File: src/hdl/gpose_pkg.sv
// ----------------------------------------------------------------------------
// gpose_pkg: shared types and constants for the bone pose compose block
// Field widths, status codes and fixed-point constants.
// ----------------------------------------------------------------------------
package gpose_pkg;

    localparam int unsigned WORD_W = 32;
    localparam int unsigned IDX_W  = 11;
    localparam int unsigned ACC_W  = 72;
    localparam int unsigned PROD_W = 34;   // one shifted Q2.30 product, unsaturated
    localparam int unsigned CNT_MAX = 2047;

    typedef logic signed [WORD_W-1:0] word_t;
    typedef logic signed [PROD_W-1:0] prod_t;

    typedef enum logic [1:0] {
        STATUS_OK      = 2'd0,
        STATUS_BAD_PAR = 2'd1,
        STATUS_DEPTH   = 2'd2
    } status_t;

    // shift amount codes for the shared multiplier
    typedef enum logic {
        SHIFT_Q30 = 1'b0,
        SHIFT_Q16 = 1'b1
    } shift_t;

    // one multiply-accumulate command
    typedef struct packed {
        logic   clear;  // start new sum
        logic   neg;    // subtract product
        logic   dbl;    // add product twice
        shift_t shift;
    } mac_cmd_t;

endpackage

File: src/hdl/gpose_mac.sv
// ----------------------------------------------------------------------------
// gpose_mac: shared 32x32 multiply-accumulate unit
// Registered product, floor shift, then accumulate into a wide sum.
// ----------------------------------------------------------------------------
module gpose_mac (
    input  logic                aclk,
    input  logic                aresetn,
    input  logic                op_valid,
    input  gpose_pkg::mac_cmd_t op_cmd,
    input  gpose_pkg::word_t    op_a,
    input  gpose_pkg::word_t    op_b,
    input  logic signed [gpose_pkg::ACC_W-1:0] acc_init,
    output logic signed [gpose_pkg::ACC_W-1:0] acc
);
    logic signed [63:0]         prod_reg;
    logic                       pvalid_reg;
    gpose_pkg::mac_cmd_t        pcmd_reg;
    logic signed [gpose_pkg::ACC_W-1:0] pinit_reg;
    logic signed [gpose_pkg::ACC_W-1:0] acc_reg;
    logic signed [gpose_pkg::ACC_W-1:0] term;
    logic signed [gpose_pkg::ACC_W-1:0] base;

    always_comb begin
        if (pcmd_reg.shift == gpose_pkg::SHIFT_Q16) begin
            term = gpose_pkg::ACC_W'(prod_reg >>> 16);
        end else begin
            term = gpose_pkg::ACC_W'(prod_reg >>> 30);
        end
        if (pcmd_reg.dbl) begin
            term = term <<< 1;
        end
        if (pcmd_reg.neg) begin
            term = -term;
        end
        base = pcmd_reg.clear ? pinit_reg : acc_reg;
    end

    always_ff @(posedge aclk) begin
        if (!aresetn) begin
            pvalid_reg <= 1'b0;
        end else begin
            pvalid_reg <= op_valid;
        end
        prod_reg  <= op_a * op_b;
        pcmd_reg  <= op_cmd;
        pinit_reg <= acc_init;
        if (pvalid_reg) begin
            acc_reg <= base + term;
        end
    end

    assign acc = acc_reg;
endmodule
File: config.mk
export PLATFORM = sky130hd
export DESIGN_NAME = gpose_mac
export DESIGN_NICKNAME = d
export VERILOG_FILES = /design/src/hdl/gpose_pkg.sv /design/src/hdl/gpose_mac.sv
export SDC_FILE = /design/constraint.sdc
export NUM_CORES = 2
export LEC_CHECK = 0
export ABC_AREA = 1
export BUFFER_PORTS_ARGS = -buffer_cell sky130_fd_sc_hd__buf_4
export CAP_MARGIN = 20
export CORE_UTILIZATION = 48
export DETAILED_ROUTE_END_ITERATION = 10
export HOLD_SLACK_MARGIN = 0.1
export PLACE_DENSITY_LB_ADDON = 0.12
export REMOVE_ABC_BUFFERS = 1
export SLEW_MARGIN = 20
export SYNTH_ARGS = -nofsm -noshare
export SYNTH_HDL_FRONTEND = slang
export SYNTH_SLANG_ARGS = --single-unit
File: constraint.sdc
create_clock -name aclk -period 22.3 [get_ports aclk]
set_input_delay 3.345 -clock aclk [delete_from_list [all_inputs] [get_ports aclk]]
set_output_delay 3.345 -clock aclk [all_outputs]
set_load 0.02 [all_outputs]
# [After elaboration in Yosys (flattened, before gate mapping)]
# Index checks and enable logic that the tools add are counted.
[totals] out_inout_bits=72 input_bits=143 regBits=213 word_cells=15
[classes] add_sub_neg=2 mux=4 n_mul=1
[ops] op="$mux 72" count=2
[ops] op="$add 72x72->72" count=1
[ops] op="$neg 49->72" count=1
[ops] op="$mul 32x32->64" count=1
[ops] op="$mux 48" count=1
[ops] op="$mux 47" count=1

# [Depth between registers and ports, before layout]
[depth] ltp_word=5 ltp_mapped=31 mapped_depth_nobuf=30

# [Worst setup path before layout]
# Ideal clock, no wire load.
[synth_timing] path_type="input -> register" start="input port op_a[31]" end="register prod_reg[51]" stages=26 t_arrival_ns=9.928 slack_ns=12.259 n_path_buf=1 required_time_ns=22.188 setup_time_ns=0.112 cell_sequence="clkbuf_1 > nand2_1 > inv_1 > fa_1 > inv_1 > fa_1 > inv_1 > fa_1 > fa_1 > inv_1 > fa_1 > inv_1 > fa_1 > inv_1 > fa_1 > inv_1 > fa_1 > ha_1 > a21o_1 > a31oi_1 > o21ai_0 > o21bai_1 > a21oi_1 > nand2_1 > nand2_1 > nand2_1"
[synth_via] elab_chain_cells=1
[synth_lines] element="start, declared" line="gpose_mac.sv:10" rtl="input gpose_pkg::word_t op_a,"
[synth_lines] element="$mul 32x32->64" line="gpose_mac.sv:44" rtl="prod_reg <= op_a * op_b;"
[synth_lines] element="end signal, assigned" line="gpose_mac.sv:44"
[synth_lines] element="end, declared" line="gpose_mac.sv:15" rtl="logic signed [63:0] prod_reg;"
# No other way between the ends.
# A chain may end at the register's enable or synchronous reset.

# [Worst setup path in the final report]
[layout_timing] start="input port op_b[5]" end="register prod_reg[54]"
[layout_via] elab_chain_cells=1
[layout_lines] element="start, declared" line="gpose_mac.sv:11" rtl="input gpose_pkg::word_t op_b,"
[layout_lines] element="$mul 32x32->64" line="gpose_mac.sv:44"
# No other way between the ends.

==> impl_metrics.py <==
metrics = {
    "sta": {
        "rsz0062_at_grt": "false",
        "worstMarginPinSlew_ns": 0.974,
        "min_period_over_period": 0.477,
        "finalSetupViolCount": 0,
        "fin_setup_tns_ns": 0,
        "hold_slack_ns": 0.609,
        "fmax_mhz": 93.9,
        "drv_slew": 0,
        "slew_headroom": 0.351,
        "finClkSkew_ns": 0.0280,
        "timing_hold_violations_final": 0,
        "layout_min_cycle_time_ns": 10.65,
    },
    "placed_design": {
        "gp_congestion": 1.01,
        "portBuffers": 214,
        "dp_hpwl_um": 139000,
    },
    "clocking": {
        "clkLatencyLatePin_ns": 0.50,
        "cts_tree": "built",
        "ctsResizeCount": 0,
        "cts_sinks": 197,
        "cts.path.max_buffers": 2,
        "cts_made_buffers": 17,
        "cts-root-buf": "clkbuf_16",
        "cts_hold_buf": 0,
        "post_cts_buffers": 0,
        "htreeDepth": 4,
        "clkTransAtPathRegs_ns": 0.08,
    },
    "die": {
        "dieWidth_um": 330,
        "initial_core_util": 0.487,
        "rows": 119,
        "die_area_um2": 109000,
        "core-area_um2": 106000,
        "die_y_um": 330,
        "pin_count": 215,
    },
    "hold_path": {
        "hold_path_class": "reg2reg",
    },
    "finish": {
        "fin_nets": 8270,
        "drive_above_1_share": 0.0539,
        "antenna_cells": 0,
        "area_growth_syn_to_layout_pct": 5.95,
        "final_util": 0.516,
    },
    "setup_path": {
        "critical_path_class": "in2reg",
        "endpoint_kind": "register",
        "crit_arrival_ns": 11.04,
        "cp-start-kind": "input pin",
        "critPathMaxFanout": 32,
        "required_ns": 22.69,
    },
    "drt": {
        "wl_per_cell_um": 19.8,
        "drc": 0,
        "drtAntennaViolNets": 0,
        "drtPass1Iterations": 6,
        "drt-initial-drc-count": 2891,
        "vias_per_cell": 5.15,
        "drt_wl_total_um": 162000,
        "vias": 42200,
    },
    "status": {
        "status": "complete, no violations",
    },
    "global_route": {
        "grt_pass1_vias": 44800,
        "grt_pass1_wl_um": 258000,
        "grt_max_degree": 57,
        "antenna_found_initial": 1,
        "track_usage": 0.310,
        "overflow": 0,
    },
    "synth": {
        "synthTopCellsByArea": "fa_1, nand2_1, inv_1",
        "syn_area_per_cell_um2": 7.62,
        "yosys_warnings": 0,
        "netlist_area_um2": 51600,
        "yosysMostFrequentCell": "nand2_1",
        "synthCells": 6781,
        "seq_area_frac_synth": 0.0903,
        "dominantRegCellSynth": "dfxtp_1",
        "synth-edff-count": 72,
        "synth.largest_area_cell": "fa_1",
        "synth_common_cells": "nand2_1, inv_1, fa_1, nor2_1, ha_1",
        "synth_top_area_share": 0.419,
        "ys_ff_latch": 197,
        "synth_cell_type_count": 41,
        "async_flop_share": 0,
    },
    "flow_run": {
        "cap_violations": 0,
    },
}
cell type report:
| cell class | count | area (um^2) |
|---|---|---|
| clock inverter | 9 | 86.3 |
| timing repair buffer | 221 | 1660 |
| clock buffer | 22 | 508 |
| inverter | 1825 | 6850 |
| tap | 1391 | 1740 |
| fill | 10600 | 51300 |
| multi-input combinational | 4531 | 39200 |
| sequential | 197 | 4670 |
critical path: stages:
cell and delay [ns]:
buf_4 0.36, nand2_1 0.20, inv_1 0.12, fa_1 0.43
inv_1 0.20, fa_1 0.45, inv_1 0.21, fa_1 0.50
fa_1 0.89, inv_1 0.41, fa_1 0.59, inv_1 0.06
fa_1 0.54, inv_1 0.05, fa_1 0.47, inv_1 0.05
fa_1 0.44, ha_1 0.39, a21oi_1 0.21, o21ai_0 0.22
a21oi_1 0.34, inv_1 0.07, a31oi_1 0.21, nand3_1 0.11
nand2_1 0.06, nand2_1 0.05
per-stage QoR:
stage | cell area [um^2] | setup WS, ns | std cells
5_1_grt | 54700 | 11.08 | 8196
4_1_cts | 54700 | 11.55 | 8196
6_report | 54700 | 11.65 | 8196
3_3_place_gp | 54100 | 11.11 | 8165
3_5_place_dp | 54100 | 11.07 | 8165
2_1_floorplan | 50700 | 12.48 | 6553
cell usage in the layout, fill, tap and decap left out, types with 27 or more instances in the layout:
cell type and count:
nand2_1 1838, inv_1 1799, fa_1 1082, nor2_1 408, ha_1 252, buf_4 221, a21oi_1 220, nand3_1 204
o21ai_0 149, dfxtp_1 122, xor2_1 106, edfxtp_1 72, mux2_2 70, nor3_1 29, o21bai_1 27
kinds of logic after synthesis:
| kind of cell | Yosys count | synth area share |
|---|---|---|
| multiplexers | 70 | 0.0153 |
| buffers and inverters | 2053 | 0.151 |
| adder cells (fa/ha/maj) | 1334 | 0.481 |
| flip-flops | 197 | 0.0903 |
| XOR/XNOR | 124 | 0.0210 |
| AO/OA/AOI/OAI | 456 | 0.0479 |
| AND/OR/NAND/NOR | 2547 | 0.194 |
per-layer routing:
| metal | vias up | track usage | wire length, um |
|---|---|---|---|
| met1 | 21200 | 0.430 | 72200 |
| met3 | 195 | 0.0312 | 8610 |
| li1 | 19600 | - | - |
| met5 | - | 0 | 0 |
| met4 | 0 | 0.0610 | 2970 |
| met2 | 1256 | 0.531 | 78600 |
final timing paths:
check / startpoint / endpoint / slack, ns / cells past startpoint
worst max-delay path: op_b[5] / prod_reg[54] / 11.65 / 26
worst min-delay path: pvalid_reg / acc[30] / 0.61 / 0
worst max register to register: pcmd_reg[0] / acc[69] / 16.28 / 25
worst min register to register: pvalid_reg / acc[30] / 0.61 / 0
Power is left out: the tool's default activity adds up to more than one toggle a clock period on the data nets, which glitch-free logic cannot reach.
